==> src/rtl/wbps_pkg.sv <==
// ----------------------------------------------------------------------------
// wbps_pkg
// Types, codes and constants of the wildcard byte pattern scanner.
// ----------------------------------------------------------------------------
package wbps_pkg;

  // pattern depth default
  localparam int unsigned PATTERN_MAX_DEF = 64;

  // apb address width and register indexes
  localparam int unsigned CFG_AW = 4;
  localparam logic [1:0] REG_PATTERN_LENGTH = 2'd0;
  localparam logic [1:0] REG_MAX_RESULTS    = 2'd1;
  localparam logic [1:0] REG_MAX_BUDGET     = 2'd2;

  // register reset values
  localparam logic [6:0]  PATTERN_LENGTH_RST = 7'd1;
  localparam logic [31:0] MAX_RESULTS_RST    = 32'hFFFF_FFFF;
  localparam logic [31:0] MAX_BUDGET_RST     = 32'hFFFF_FFFF;

  // commands
  localparam logic [1:0] CMD_LOAD  = 2'd0;
  localparam logic [1:0] CMD_START = 2'd1;
  localparam logic [1:0] CMD_DATA  = 2'd2;

  // result status codes
  localparam logic [2:0] STAT_NOMATCH = 3'd0;
  localparam logic [2:0] STAT_MATCH   = 3'd1;
  localparam logic [2:0] STAT_LOADED  = 3'd2;
  localparam logic [2:0] STAT_STARTED = 3'd3;
  localparam logic [2:0] STAT_REFUSED = 3'd4;

  typedef struct packed {
    logic [1:0]  command;
    logic [5:0]  entry_index;
    logic [7:0]  entry_value;
    logic        entry_wildcard;
    logic [63:0] range_base;
    logic        new_scan;
    logic [7:0]  data_byte;
  } wbps_in_t;

  typedef struct packed {
    logic [2:0]  status;
    logic [63:0] match_address;
    logic [31:0] match_count;
    logic [31:0] bytes_scanned;
    logic        result_limit_reached;
    logic        byte_limit_reached;
  } wbps_out_t;

  typedef struct packed {
    logic [6:0]  pattern_length;
    logic [31:0] max_results;
    logic [31:0] max_byte_budget;
  } wbps_cfg_t;

  // one pattern memory entry
  typedef struct packed {
    logic       wild;
    logic [7:0] value;
  } wbps_pat_t;

endpackage

==> src/rtl/wbps_cfg.sv <==
// ----------------------------------------------------------------------------
// wbps_cfg
// APB register file holding pattern length and the two scan limits.
// ----------------------------------------------------------------------------
module wbps_cfg (
  input  logic                           clk_i,
  input  logic                           rst_ni,
  input  logic                           psel,
  input  logic                           penable,
  input  logic                           pwrite,
  input  logic [wbps_pkg::CFG_AW-1:0]    paddr,
  input  logic [31:0]                    pwdata,
  output logic [31:0]                    prdata,
  output logic                           pready,
  output wbps_pkg::wbps_cfg_t            cfg_o
);
  import wbps_pkg::*;

  wbps_cfg_t cfg_q;
  logic      wr_en;

  assign pready = 1'b1;
  assign wr_en  = psel && penable && pwrite;
  assign cfg_o  = cfg_q;

  // register writes
  always_ff @(posedge clk_i or negedge rst_ni) begin
    if (!rst_ni) begin
      cfg_q.pattern_length  <= PATTERN_LENGTH_RST;
      cfg_q.max_results     <= MAX_RESULTS_RST;
      cfg_q.max_byte_budget <= MAX_BUDGET_RST;
    end else if (wr_en) begin
      case (paddr[3:2])
        REG_PATTERN_LENGTH: cfg_q.pattern_length  <= pwdata[6:0];
        REG_MAX_RESULTS:    cfg_q.max_results     <= pwdata;
        REG_MAX_BUDGET:     cfg_q.max_byte_budget <= pwdata;
        default: ;
      endcase
    end
  end

  // read mux
  always_comb begin
    case (paddr[3:2])
      REG_PATTERN_LENGTH: prdata = {25'd0, cfg_q.pattern_length};
      REG_MAX_RESULTS:    prdata = cfg_q.max_results;
      REG_MAX_BUDGET:     prdata = cfg_q.max_byte_budget;
      default:            prdata = '0;
    endcase
  end

endmodule

==> src/rtl/wbps_mem.sv <==
// ----------------------------------------------------------------------------
// wbps_mem
// Simple dual-port synchronous memory, one write and one registered read.
// ----------------------------------------------------------------------------
module wbps_mem #(
  parameter  int unsigned DEPTH = wbps_pkg::PATTERN_MAX_DEF,
  parameter  int unsigned WIDTH = 8,
  localparam int unsigned AW    = (DEPTH > 1) ? $clog2(DEPTH) : 1
) (
  input  logic             clk_i,
  input  logic             we_i,
  input  logic [AW-1:0]    waddr_i,
  input  logic [WIDTH-1:0] wdata_i,
  input  logic             re_i,
  input  logic [AW-1:0]    raddr_i,
  output logic [WIDTH-1:0] rdata_o
);

  logic [WIDTH-1:0] mem_q [DEPTH];
  logic [WIDTH-1:0] rdata_q;

  assign rdata_o = rdata_q;

  // write port
  always_ff @(posedge clk_i) begin
    if (we_i) begin
      mem_q[waddr_i] <= wdata_i;
    end
  end

  // read port
  always_ff @(posedge clk_i) begin
    if (re_i) begin
      rdata_q <= mem_q[raddr_i];
    end
  end

endmodule

==> src/rtl/wbps_ctrl.sv <==
// ----------------------------------------------------------------------------
// wbps_ctrl
// Command sequencer: loads pattern entries, keeps the byte window and the
// scan totals, and walks pattern and window memories one entry per cycle.
// ----------------------------------------------------------------------------
module wbps_ctrl #(
  parameter  int unsigned PATTERN_MAX = wbps_pkg::PATTERN_MAX_DEF,
  localparam int unsigned AW = (PATTERN_MAX > 1) ? $clog2(PATTERN_MAX) : 1,
  localparam int unsigned LW = $clog2(PATTERN_MAX + 1)
) (
  input  logic                  clk_i,
  input  logic                  rst_ni,
  input  wbps_pkg::wbps_cfg_t   cfg_i,
  input  logic                  in_valid_i,
  input  wbps_pkg::wbps_in_t    in_word_i,
  output logic                  in_stall_o,
  output logic                  res_valid_o,
  output wbps_pkg::wbps_out_t   res_word_o,
  input  logic                  res_free_i,
  output logic                  pat_we_o,
  output logic [AW-1:0]         pat_waddr_o,
  output wbps_pkg::wbps_pat_t   pat_wdata_o,
  output logic                  pat_re_o,
  output logic [AW-1:0]         pat_raddr_o,
  input  wbps_pkg::wbps_pat_t   pat_rdata_i,
  output logic                  win_we_o,
  output logic [AW-1:0]         win_waddr_o,
  output logic [7:0]            win_wdata_o,
  output logic                  win_re_o,
  output logic [AW-1:0]         win_raddr_o,
  input  logic [7:0]            win_rdata_i
);
  import wbps_pkg::*;

  localparam logic [1:0]    ST_IDLE  = 2'd0;
  localparam logic [1:0]    ST_SCAN  = 2'd1;
  localparam logic [1:0]    ST_DONE  = 2'd2;
  localparam logic [AW-1:0] LAST_POS = AW'(PATTERN_MAX - 1);
  localparam logic [LW-1:0] LEN_MAX  = LW'(PATTERN_MAX);

  logic [1:0]    state_q, state_d;
  logic [LW-1:0] fill_q, fill_d;
  logic [AW-1:0] wr_pos_q, wr_pos_d;
  logic [31:0]   offset_q, offset_d;
  logic [63:0]   base_q, base_d;
  logic [31:0]   found_q, found_d;
  logic [31:0]   consumed_q, consumed_d;
  logic          budget_hit_q, budget_hit_d;
  logic [LW-1:0] issue_q, issue_d;
  logic          pend_q, pend_d;
  logic [LW-1:0] len_q, len_d;
  logic [AW-1:0] pa_q, pa_d;
  logic [AW-1:0] wa_q, wa_d;
  logic          mism_q, mism_d;
  wbps_out_t     res_q, res_d;

  logic          accept;
  logic [LW-1:0] len_act;
  logic [AW-1:0] wp_next;
  logic [AW-1:0] wa_next;
  logic [LW-1:0] fill_next;
  logic [31:0]   start_sum;
  logic [31:0]   start_wrap;
  logic [31:0]   idx_ext;
  logic          issuing;
  logic          miss_now;
  logic          scan_end;
  logic          res_now_valid;
  wbps_out_t     res_now;

  assign accept     = (state_q == ST_IDLE) && in_valid_i;
  assign in_stall_o = (state_q != ST_IDLE);

  // clamp pattern length to one .. depth
  always_comb begin
    if (cfg_i.pattern_length == '0) begin
      len_act = LW'(1);
    end else if (32'(cfg_i.pattern_length) > PATTERN_MAX) begin
      len_act = LEN_MAX;
    end else begin
      len_act = LW'(cfg_i.pattern_length);
    end
  end

  // ring pointers and window start of the compare walk
  assign wp_next    = (wr_pos_q == LAST_POS) ? '0 : wr_pos_q + AW'(1);
  assign wa_next    = (wa_q == LAST_POS) ? '0 : wa_q + AW'(1);
  assign fill_next  = (fill_q == LEN_MAX) ? fill_q : fill_q + LW'(1);
  assign start_sum  = 32'(wp_next) + PATTERN_MAX - 32'(len_act);
  assign start_wrap = (start_sum >= PATTERN_MAX) ? start_sum - PATTERN_MAX : start_sum;
  assign idx_ext    = 32'(in_word_i.entry_index);

  // compare walk
  assign issuing  = (state_q == ST_SCAN) && (issue_q != len_q);
  assign miss_now = pend_q && !pat_rdata_i.wild && (pat_rdata_i.value != win_rdata_i);
  assign scan_end = (state_q == ST_SCAN) && pend_q && (issue_q == len_q);

  // memory ports
  assign pat_waddr_o       = idx_ext[AW-1:0];
  assign pat_wdata_o.wild  = in_word_i.entry_wildcard;
  assign pat_wdata_o.value = in_word_i.entry_value;
  assign pat_re_o          = issuing;
  assign pat_raddr_o       = pa_q;
  assign win_waddr_o       = wr_pos_q;
  assign win_wdata_o       = in_word_i.data_byte;
  assign win_re_o          = issuing;
  assign win_raddr_o       = wa_q;

  // next state and result
  always_comb begin
    state_d       = state_q;
    fill_d        = fill_q;
    wr_pos_d      = wr_pos_q;
    offset_d      = offset_q;
    base_d        = base_q;
    found_d       = found_q;
    consumed_d    = consumed_q;
    budget_hit_d  = budget_hit_q;
    issue_d       = issue_q;
    pend_d        = pend_q;
    len_d         = len_q;
    pa_d          = pa_q;
    wa_d          = wa_q;
    mism_d        = mism_q;
    res_d         = res_q;
    res_now       = '0;
    res_now_valid = 1'b0;
    pat_we_o      = 1'b0;
    win_we_o      = 1'b0;

    if (accept) begin
      case (in_word_i.command)
        CMD_LOAD: begin
          pat_we_o       = (idx_ext < PATTERN_MAX);
          res_now_valid  = 1'b1;
          res_now.status = STAT_LOADED;
        end
        CMD_START: begin
          base_d   = in_word_i.range_base;
          fill_d   = '0;
          offset_d = '0;
          wr_pos_d = '0;
          if (in_word_i.new_scan) begin
            found_d      = '0;
            consumed_d   = '0;
            budget_hit_d = 1'b0;
          end
          res_now_valid  = 1'b1;
          res_now.status = STAT_STARTED;
        end
        CMD_DATA: begin
          if (consumed_q >= cfg_i.max_byte_budget) begin
            budget_hit_d = 1'b1;
          end
          if ((found_q >= cfg_i.max_results) ||
              (consumed_q >= cfg_i.max_byte_budget)) begin
            res_now_valid  = 1'b1;
            res_now.status = STAT_REFUSED;
          end else begin
            consumed_d = consumed_q + 32'd1;
            win_we_o   = 1'b1;
            wr_pos_d   = wp_next;
            fill_d     = fill_next;
            offset_d   = offset_q + 32'd1;
            if (fill_next >= len_act) begin
              state_d = ST_SCAN;
              len_d   = len_act;
              issue_d = '0;
              pend_d  = 1'b0;
              pa_d    = '0;
              wa_d    = start_wrap[AW-1:0];
              mism_d  = 1'b0;
            end else begin
              res_now_valid  = 1'b1;
              res_now.status = STAT_NOMATCH;
            end
          end
        end
        default: begin
          res_now_valid  = 1'b1;
          res_now.status = STAT_NOMATCH;
        end
      endcase
    end else if (state_q == ST_SCAN) begin
      pend_d = issuing;
      mism_d = mism_q | miss_now;
      if (issuing) begin
        issue_d = issue_q + LW'(1);
        pa_d    = pa_q + AW'(1);
        wa_d    = wa_next;
      end
      if (scan_end) begin
        res_now_valid = 1'b1;
        if (!(mism_q || miss_now)) begin
          found_d               = found_q + 32'd1;
          res_now.status        = STAT_MATCH;
          res_now.match_address = base_q + 64'(offset_q - 32'(len_q));
        end else begin
          res_now.status = STAT_NOMATCH;
        end
      end
    end

    // totals after the step
    res_now.match_count          = found_d;
    res_now.bytes_scanned        = consumed_d;
    res_now.result_limit_reached = (found_d >= cfg_i.max_results);
    res_now.byte_limit_reached   = budget_hit_d;

    // hand off to the output register or park the result
    if (res_now_valid) begin
      res_d   = res_now;
      state_d = res_free_i ? ST_IDLE : ST_DONE;
    end else if ((state_q == ST_DONE) && res_free_i) begin
      state_d = ST_IDLE;
    end
  end

  assign res_valid_o = res_now_valid || (state_q == ST_DONE);
  assign res_word_o  = (state_q == ST_DONE) ? res_q : res_now;

  // control state
  always_ff @(posedge clk_i or negedge rst_ni) begin
    if (!rst_ni) begin
      state_q      <= ST_IDLE;
      fill_q       <= '0;
      wr_pos_q     <= '0;
      offset_q     <= '0;
      base_q       <= '0;
      found_q      <= '0;
      consumed_q   <= '0;
      budget_hit_q <= 1'b0;
      issue_q      <= '0;
      pend_q       <= 1'b0;
    end else begin
      state_q      <= state_d;
      fill_q       <= fill_d;
      wr_pos_q     <= wr_pos_d;
      offset_q     <= offset_d;
      base_q       <= base_d;
      found_q      <= found_d;
      consumed_q   <= consumed_d;
      budget_hit_q <= budget_hit_d;
      issue_q      <= issue_d;
      pend_q       <= pend_d;
    end
  end

  // walk and result payload
  always_ff @(posedge clk_i) begin
    len_q  <= len_d;
    pa_q   <= pa_d;
    wa_q   <= wa_d;
    mism_q <= mism_d;
    res_q  <= res_d;
  end

endmodule

==> src/rtl/wildcard_byte_pattern_scanner.sv <==
// ----------------------------------------------------------------------------
// wildcard_byte_pattern_scanner
// Byte stream scanner that matches a loadable pattern with wildcard entries
// against the newest bytes of an address range.
//
//   channel  direction  handshake               word
//   in       input      in_valid_i / in_stall_o   wbps_in_t
//   out      output     out_valid_o / out_stall_i wbps_out_t
//   cfg      input      apb psel/penable/pready   pattern_length, limits
//
// Load, start, unused, refused and short-window words are answered without a walk.
// A data byte with a full window walks L entries, L being pattern_length
// clamped to 1 .. PATTERN_MAX: one pattern entry and window byte per cycle.
// Results are formed combinationally and leave through an output register.
// Reset empties the window and clears the totals; pattern entries are kept.
// A stalled output holds one word, one more result parks, then the input stalls.
// ----------------------------------------------------------------------------
module wildcard_byte_pattern_scanner #(
  parameter int unsigned PATTERN_MAX = wbps_pkg::PATTERN_MAX_DEF
) (
  input  logic                        clk_i,
  input  logic                        rst_ni,
  input  logic                        in_valid_i,
  output logic                        in_stall_o,
  input  wbps_pkg::wbps_in_t          in_word_i,
  output logic                        out_valid_o,
  input  logic                        out_stall_i,
  output wbps_pkg::wbps_out_t         out_word_o,
  input  logic                        psel,
  input  logic                        penable,
  input  logic                        pwrite,
  input  logic [wbps_pkg::CFG_AW-1:0] paddr,
  input  logic [31:0]                 pwdata,
  output logic [31:0]                 prdata,
  output logic                        pready
);
  import wbps_pkg::*;

  localparam int unsigned AW = (PATTERN_MAX > 1) ? $clog2(PATTERN_MAX) : 1;

  wbps_cfg_t cfg;
  logic      res_valid;
  wbps_out_t res_word;
  logic      res_free;
  logic      out_valid_q;
  wbps_out_t out_word_q;

  logic          pat_we, pat_re;
  logic [AW-1:0] pat_waddr, pat_raddr;
  wbps_pat_t     pat_wdata, pat_rdata;
  logic          win_we, win_re;
  logic [AW-1:0] win_waddr, win_raddr;
  logic [7:0]    win_wdata, win_rdata;

  wbps_cfg u_cfg (
    .clk_i   (clk_i),
    .rst_ni  (rst_ni),
    .psel    (psel),
    .penable (penable),
    .pwrite  (pwrite),
    .paddr   (paddr),
    .pwdata  (pwdata),
    .prdata  (prdata),
    .pready  (pready),
    .cfg_o   (cfg)
  );

  // pattern entries: wildcard mark and value
  wbps_mem #(
    .DEPTH (PATTERN_MAX),
    .WIDTH ($bits(wbps_pat_t))
  ) u_pat_mem (
    .clk_i   (clk_i),
    .we_i    (pat_we),
    .waddr_i (pat_waddr),
    .wdata_i (pat_wdata),
    .re_i    (pat_re),
    .raddr_i (pat_raddr),
    .rdata_o (pat_rdata)
  );

  // ring of recent data bytes
  wbps_mem #(
    .DEPTH (PATTERN_MAX),
    .WIDTH (8)
  ) u_win_mem (
    .clk_i   (clk_i),
    .we_i    (win_we),
    .waddr_i (win_waddr),
    .wdata_i (win_wdata),
    .re_i    (win_re),
    .raddr_i (win_raddr),
    .rdata_o (win_rdata)
  );

  wbps_ctrl #(
    .PATTERN_MAX (PATTERN_MAX)
  ) u_ctrl (
    .clk_i       (clk_i),
    .rst_ni      (rst_ni),
    .cfg_i       (cfg),
    .in_valid_i  (in_valid_i),
    .in_word_i   (in_word_i),
    .in_stall_o  (in_stall_o),
    .res_valid_o (res_valid),
    .res_word_o  (res_word),
    .res_free_i  (res_free),
    .pat_we_o    (pat_we),
    .pat_waddr_o (pat_waddr),
    .pat_wdata_o (pat_wdata),
    .pat_re_o    (pat_re),
    .pat_raddr_o (pat_raddr),
    .pat_rdata_i (pat_rdata),
    .win_we_o    (win_we),
    .win_waddr_o (win_waddr),
    .win_wdata_o (win_wdata),
    .win_re_o    (win_re),
    .win_raddr_o (win_raddr),
    .win_rdata_i (win_rdata)
  );

  // output register
  assign res_free = !out_valid_q || !out_stall_i;

  always_ff @(posedge clk_i or negedge rst_ni) begin
    if (!rst_ni) begin
      out_valid_q <= 1'b0;
    end else if (res_valid && res_free) begin
      out_valid_q <= 1'b1;
    end else if (!out_stall_i) begin
      out_valid_q <= 1'b0;
    end
  end

  always_ff @(posedge clk_i) begin
    if (res_valid && res_free) begin
      out_word_q <= res_word;
    end
  end

  assign out_valid_o = out_valid_q;
  assign out_word_o  = out_word_q;

endmodule

==> config.mk <==
export PLATFORM = sky130hd
export DESIGN_NAME = wildcard_byte_pattern_scanner
export DESIGN_NICKNAME = d
export VERILOG_FILES = /design/src/rtl/wbps_pkg.sv /design/src/rtl/wbps_cfg.sv /design/src/rtl/wbps_mem.sv /design/src/rtl/wbps_ctrl.sv /design/src/rtl/wildcard_byte_pattern_scanner.sv
export SDC_FILE = /design/constraint.sdc
export NUM_CORES = 2
export LEC_CHECK = 0
export BUFFER_PORTS_ARGS = -buffer_cell sky130_fd_sc_hd__buf_2
export CELL_PAD_IN_SITES_DETAIL_PLACEMENT = 1
export CELL_PAD_IN_SITES_GLOBAL_PLACEMENT = 2
export CORE_MARGIN = 5
export CORE_UTILIZATION = 40
export CTS_CLUSTER_DIAMETER = 60
export CTS_CLUSTER_SIZE = 16
export DETAILED_ROUTE_END_ITERATION = 8
export PLACE_DENSITY_LB_ADDON = 0.1
export SLEW_MARGIN = 40
export SYNTH_ARGS = -nofsm -noshare
export SYNTH_HDL_FRONTEND = slang
export SYNTH_SLANG_ARGS = --single-unit
==> constraint.sdc <==
create_clock -name clk_i -period 22.1 [get_ports clk_i]
set_input_delay 1.105 -clock clk_i [delete_from_list [all_inputs] [get_ports clk_i]]
set_output_delay 1.105 -clock clk_i [all_outputs]
set_load 0.1 [all_outputs]
Word-level counts from Yosys, hierarchy flattened
Memory sizes are Yosys's and may differ from the RTL's. A register that Yosys moved wholly into a read port is not among the register bits.
Cells that the tools add are included.
{"block": "classes", "mux": 85, "reduce_logical": 37, "eq_ne": 18, "n_addsub": 13, "magnitude_cmp": 7, "n_bitwise": 2}
{"cell": "two-way mux 32 bit", "n": 10}
{"cell": "two-way mux 133 bit", "n": 1}
{"cell": "two-way mux 64 bit", "n": 2}
{"cell": "case mux 32 bit (2 select lines)", "n": 2}
{"cell": "adder 32 x 1 -> 32 bit (second input constant)", "n": 3}
{"cell": "greater-or-equal comparator 32 bit", "n": 3}
{"cell": "two-way mux 6 bit", "n": 16}
{"cell": "case mux 32 bit (3 select lines)", "n": 1}
{"cell": "two-way mux 7 bit", "n": 10}
{"cell": "two-way mux 67 bit", "n": 1}
{"cell": "two-way mux 65 bit", "n": 1}
{"cell": "adder 64 bit", "n": 1}
{"cell": "subtractor 32 x 7 -> 33 bit", "n": 1}
{"cell": "greater-or-equal comparator 32 x 7 -> 1 bit (second input constant)", "n": 1}
{"cell": "two-way mux 1 bit", "n": 28}
{"cell": "adder 6 x 1 -> 6 bit (second input constant)", "n": 3}
{"cell": "adder 7 x 1 -> 7 bit (second input constant)", "n": 2}
{"cell": "two-way mux 2 bit", "n": 7}
{"cell": "case mux 7 bit (2 select lines)", "n": 1}
{"cell": "equality test 6 bit (second input constant)", "n": 2}
{"cell": "case mux 6 bit (2 select lines)", "n": 1}
{"cell": "AND reduction 4 bit", "n": 3}
{"cell": "logical AND 1 bit", "n": 10}
{"cell": "case mux 3 bit (3 select lines)", "n": 1}
{"cell": "28 further kinds", "n": 51}
{"block": "word_totals", "ram_bits": 1088, "mem_count": 2, "ff_bits": 542, "out_inout_bits": 168, "wordCells": 194, "in_bits": 133}
{"name": "u_pat_mem.mem_q", "words": 64, "width": 9, "read_ports": 1, "rd_ports_with_merged_regs": 1, "wr": 1, "line": "wbps_mem.sv:19", "rtl": "logic [WIDTH-1:0] mem_q [DEPTH];"}
{"name": "u_win_mem.mem_q", "words": 64, "width": 8, "read_ports": 1, "rd_ports_with_merged_regs": 1, "wr": 1, "line": "wbps_mem.sv:19"}

Logic depth before layout (Yosys ltp)
{"block": "depth", "ltp_word": 11, "mapped_depth": 24, "mapped_depth_nobuf": 22}

Modules after synthesis
A second synthesis with hierarchy kept.
{"block": "unflattened", "hier_cells": 4904, "area_unflattened_um2": 73281.5}
{"module": "wbps_ctrl", "area_per_inst_um2": 22985.8, "instances": 1, "seq_area_each_um2": 9198.8, "cells_each": 2595}
{"module": "wbps_mem (u_pat_mem)", "area_per_inst_um2": 22684.3, "instances": 1, "seq_area_each_um2": 17566.8, "cells_each": 1020}
{"module": "wbps_mem (u_win_mem)", "area_per_inst_um2": 20246.9, "instances": 1, "seq_area_each_um2": 15615.0, "cells_each": 940}
{"module": "wildcard_byte_pattern_scanner", "area_per_inst_um2": 4041.4, "instances": 1, "seq_area_each_um2": 4018.9, "cells_each": 137}
{"module": "wbps_cfg", "area_per_inst_um2": 3323.2, "instances": 1, "seq_area_each_um2": 1858.0, "cells_each": 212}

Worst setup path after synthesis
Ideal clock, no wire load.
{"block": "synth_path", "path_kind": "register to register", "start": "register u_ctrl.fill_q[0]", "end": "register out_word_q (netlist bit out_word_o[0]) (enable)", "slack_ns": 9.171, "arrival_ns": 12.094, "period_less_slack_ns": 12.929, "setup_ns": 0.835, "t_required_ns": 21.265, "path_stages_with_launch": 15, "cell_sequence": "dfrtp_1 > inv_1 > ha_1 > nand4_1 > xnor2_1 > ha_1 > nand2b_1 > a21o_1 > a21o_1 > a21o_1 > a21o_1 > a21o_1 > a21oi_1 > nor3_2 > a221oi_1"}
{"block": "synth_via", "elab_chain_cells": 9}
{"item": "start: declaration", "line": "wbps_ctrl.sv:42", "rtl": "logic [LW-1:0] fill_q, fill_d;"}
{"item": "start signal: assignment", "line": "wbps_ctrl.sv:237", "rtl": "fill_q <= fill_d;"}
{"item": "adder 7 x 1 -> 7 bit or equality test 7 bit (tied branches)", "line": "wbps_ctrl.sv:88", "rtl": "assign fill_next = (fill_q == LEN_MAX) ? fill_q : fill_q + LW'(1);"}
{"item": "two-way mux 7 bit (*)", "line": "wbps_ctrl.sv:88"}
{"item": "greater-or-equal comparator 7 bit (*)", "line": "wbps_ctrl.sv:165", "rtl": "if (fill_next >= len_act) begin"}
{"item": "two-way mux 1 bit (*)", "line": "wbps_ctrl.sv:165"}
{"item": "two-way mux 1 bit (*)", "line": "wbps_ctrl.sv:155", "rtl": "if ((found_q >= cfg_i.max_results) ||"}
{"item": "two-way mux 1 bit (*)", "line": "wbps_ctrl.sv:132", "rtl": "case (in_word_i.command)"}
{"item": "two-way mux 1 bit (*)", "line": "wbps_ctrl.sv:131", "rtl": "if (accept) begin"}
{"item": "logical OR 1 bit (*)", "line": "wbps_ctrl.sv:219", "rtl": "assign res_valid_o = res_now_valid || (state_q == ST_DONE);"}
{"item": "logical AND 1 bit (*)", "line": "wildcard_byte_pattern_scanner.sv:136", "rtl": "if (res_valid && res_free) begin"}
{"item": "end signal: assignment", "line": "wildcard_byte_pattern_scanner.sv:137", "rtl": "out_word_q <= res_word;"}
{"item": "end: declaration", "line": "wildcard_byte_pattern_scanner.sv:46", "rtl": "wbps_out_t out_word_q;"}
Mark *: on every way between the ends. The rest lies on a longest branch, timed or not.
A chain may end at the register's enable or synchronous reset.

==> out/metrics.cfg <==
[synth]
synth_area_mm2 = 0.0730
synth_compound_area_share_pct = 8.14
yosys.area_share.simple_pct = 7.85
synth_edf_count = 1391
syn_nets = 5310
synth_top_family_by_area = multiplexers
async_flop_share_pct = 15.5
synth_seq_cells = 1647
synth_xor_area_share_pct = 1.38
ys_seq_area_share_pct = 66.1
synth_cell_type_count = 90
avgSynthCellArea_um2 = 14.7
synth_fa_ha_area_share_pct = 3.46
synth_mux_area_share_pct = 10.8
yosys_warnings = 0
syn_inst = 4977
ys.flop_type = edfxtp_1

[cells_and_area]
areaGrowthSynthToFinish_pct = 12.8
layout.nets = 5564
final_common_cell = edfxtp_1
layout_common_cells = edfxtp_1, nand2_1, buf_2
final_cells = 7713
drive_gt1_share_pct = 21.3

[sta]
slew_violations = 0
finalClockSkew_ns = 0.0418
finalSetupViolations = 0
slew_headroom_pct = 43.9
fmax_mhz = 151
period_needed_ns = 6.61
timing.final.crit_share_pct = 29.9
rsz0062_at_grt = false
tightest_slew_ns = 0.839
timing.setup.tns_ns = 0
hold_viol_final = 0

[clock_network]
postCtsHoldBufs = 0
clock_latency_ns = 0.84
numCtsBuffers = 151
htreeDepth = 4
post_cts_buffers = 0
cts_sinks = 1647
clk_pin_slew_worst_paths_ns = 0.07
cts_tree = built
cts_max_path_buffers = 3
cts_resized = 0
clock-root-buffer = clkbuf_16

[detailed_routing]
ant_nets = 0
vias = 43000
drt_iter0_drc = 2972
drc_errors = 0
dr.pass1.iters = 8
wl_mm = 203
viasPerCell = 5.57
wl_per_cell_um = 26.3

[critical_path]
crit_path_end = out_word_o[118]$_DFFE_PP_
r2r-end = out_word_o[118]$_DFFE_PP_
r2r-start = u_ctrl.len_q[1]$_DFFE_PP_
startpoint_type = register
crit_start = u_ctrl.len_q[1]$_DFFE_PP_
end_kind = register
cp.arrival_ns = 7.15
criticalPathCategory = reg -> reg
reg2reg_slack_ns = 15.49
cp_max_fo = 7
crit_required_ns = 22.64
r2r_cells = 21

[hold_path]
hold_class = in -> async

[power]
p_int_mw = 6.61
clkPwrFrac_pct = 24.1
leakagePower_nw = 29.7
power_density_mw_per_mm2 = 134
share_comb_of_total_power_pct = 39.4
seq_power_share_pct = 36.5
p_sw_mw = 4.42
vdd_drop_max_uv = 96.4
switching_share_pct = 40.0

[die]
die-area_mm2 = 0.191
die_h_um = 437
die_w_um = 437
core_mm2 = 0.181
start_util_pct = 40.3
boundaryPins = 301
rows = 156

[grt]
grt_max_degree = 104
grt_pass1_wl_mm = 301
grt_pass1_vias = 44900
grt.total_usage_pct = 20.9
antenna_found_initial = 10
grt_overflow = 0

[run_status]
status = finished clean

[placed_design]
dp_cells = 7447
dp_hpwl_mm = 134
gp_congestion = 0.786
portBuffers = 297

[run]
drv_cap = 0

==> metal layers <==
layer / track usage, % / part of all wire [%]
met1: 29.8 / 46
met2: 34.1 / 48
met3: 3.26 / 4.1
met4: 4.60 / 2.0
met5: 0 / 0.012
==> cells in the mapped netlist, drive strengths merged (9+ instances only) <==
library cell | number | share of area (%)
a2111oi | 9 | 0.11
nor3 | 55 | 0.39
xnor2 | 63 | 0.77
a211oi | 39 | 0.40
o21ai | 214 | 1.5
dfrtp | 191 | 6.5
ha | 197 | 3.4
nand3 | 73 | 0.50
o221ai | 35 | 0.42
a21oi | 210 | 1.4
mux4 | 261 | 8.1
o211ai | 19 | 0.20
a22o | 45 | 0.54
o41ai | 18 | 0.22
buf | 72 | 0.45
o21a | 16 | 0.16
a31oi | 16 | 0.16
or3 | 38 | 0.34
edfxtp | 1391 | 57
and4 | 11 | 0.13
nor2 | 315 | 1.6
a21o | 104 | 1.1
nand4 | 62 | 0.53
dfstp | 65 | 2.3
a22oi | 18 | 0.19
mux2 | 69 | 1.1
o31ai | 38 | 0.39
nand2b | 22 | 0.19
nor2b | 21 | 0.18
clkbuf | 193 | 0.99
mux2i | 125 | 1.7
or2 | 11 | 0.094
and3 | 28 | 0.24
inv | 153 | 0.79
o21bai | 13 | 0.13
nor4 | 18 | 0.20
and2 | 29 | 0.25
nand2 | 510 | 2.6
or4 | 18 | 0.20
o22ai | 40 | 0.34
xor2 | 51 | 0.61
a2111o | 16 | 0.25
==> critical path, cell delays in order, from the launching register on <==
cell and delay, ns:
edfxtp_1 0.47, inv_1 0.08, ha_1 0.29, nor2b_1 0.12
o21ai_0 0.20, a21boi_0 0.15, o21ai_0 0.29, a21boi_0 0.17
o21ai_0 0.41, nand3_1 0.35, or4_1 0.51, xnor2_1 0.15
ha_1 0.39, a21oi_1 0.28, o21ai_0 0.21, a211oi_1 0.49
o31ai_1 0.19, o2111ai_1 0.52, nand2_1 0.23, a21oi_1 0.23
xor2_1 0.45, o21ai_0 0.15
==> cells by family after synthesis <==
group | count (synthesis)
DFF | 1647
and+or+nand+nor | 1239
AOI/OAI and AO/OA | 903
muxes | 455
buffers and inverters | 418
adders and majority gates | 200
xor gates and xnor gates | 114
other | 1
==> through the flow <==
stage	util, %	setup slack [ns]	total power [mW]	instance area [um^2]	hold WS (ns)
2_1_floorplan	-	9.17	7.11	73000	0.450
3_3_place_gp	42.5	15.65	8.43	77000	0.466
3_5_place_dp	42.7	15.63	8.48	77400	0.478
4_1_cts	45.4	15.56	11.2	82300	0.211
5_1_grt	45.5	14.84	11.6	82400	0.235
6_report	45.5	15.49	11.0	82400	0.253
==> worst min-delay path by stage <==
stage / startpoint / to / slack [ns] / depth (start not counted)
after floorplan: u_ctrl.base_q[32]$_DFFE_PN0P_ / u_ctrl.base_q[32]$_DFFE_PN0P_ / 0.45 / 2
after global placement: u_ctrl.base_q[9]$_DFFE_PN0P_ / u_ctrl.base_q[9]$_DFFE_PN0P_ / 0.47 / 2
after detailed placement: u_ctrl.base_q[9]$_DFFE_PN0P_ / u_ctrl.base_q[9]$_DFFE_PN0P_ / 0.48 / 2
after CTS: rst_ni / u_ctrl.base_q[40]$_DFFE_PN0P_ / 0.21 / 1
after global routing: rst_ni / u_ctrl.base_q[40]$_DFFE_PN0P_ / 0.24 / 1
final: rst_ni / u_ctrl.base_q[40]$_DFFE_PN0P_ / 0.25 / 1
==> final cells by class <==
| type | instances | area [um^2] |
|---|---|---|
| clock buffers | 175 | 3930 |
| well taps | 2370 | 2970 |
| multi-input cells | 2912 | 23500 |
| flip-flops and latches | 1647 | 48300 |
| inverters | 153 | 574 |
| repair buffers | 366 | 2220 |
| fillers | 17900 | 98800 |
| clock inverters | 86 | 960 |
| diodes | 4 | 10.0 |
==> sequential cells by signal, summed over array words and instances (netlist names), 7 cells and up <==
register,cells
u_pat_mem.rdata_o,9
u_ctrl.issue_q,7
u_ctrl.fill_q,7
u_ctrl.res_q,133
u_ctrl.len_q,7
u_cfg.cfg_o,71
u_ctrl.consumed_q,32
u_ctrl.found_q,32
u_ctrl.base_q,64
u_pat_mem.mem_q,576
out_word_o,133
u_win_mem.mem_q,512
u_win_mem.rdata_o,8
u_ctrl.offset_q,32
==> power by group through the flow <==
stage                     combinational, mW  clock (mW)  sequential, mW
final                                  4.35        2.66            4.03
after global routing                   4.67        2.86            4.06
after CTS                              4.41        2.73            4.03
after detailed placement               4.39           0            4.10
after global placement                 4.34           0            4.09
after floorplan                        2.43           0            4.68
(Power assumes the default switching activity.)
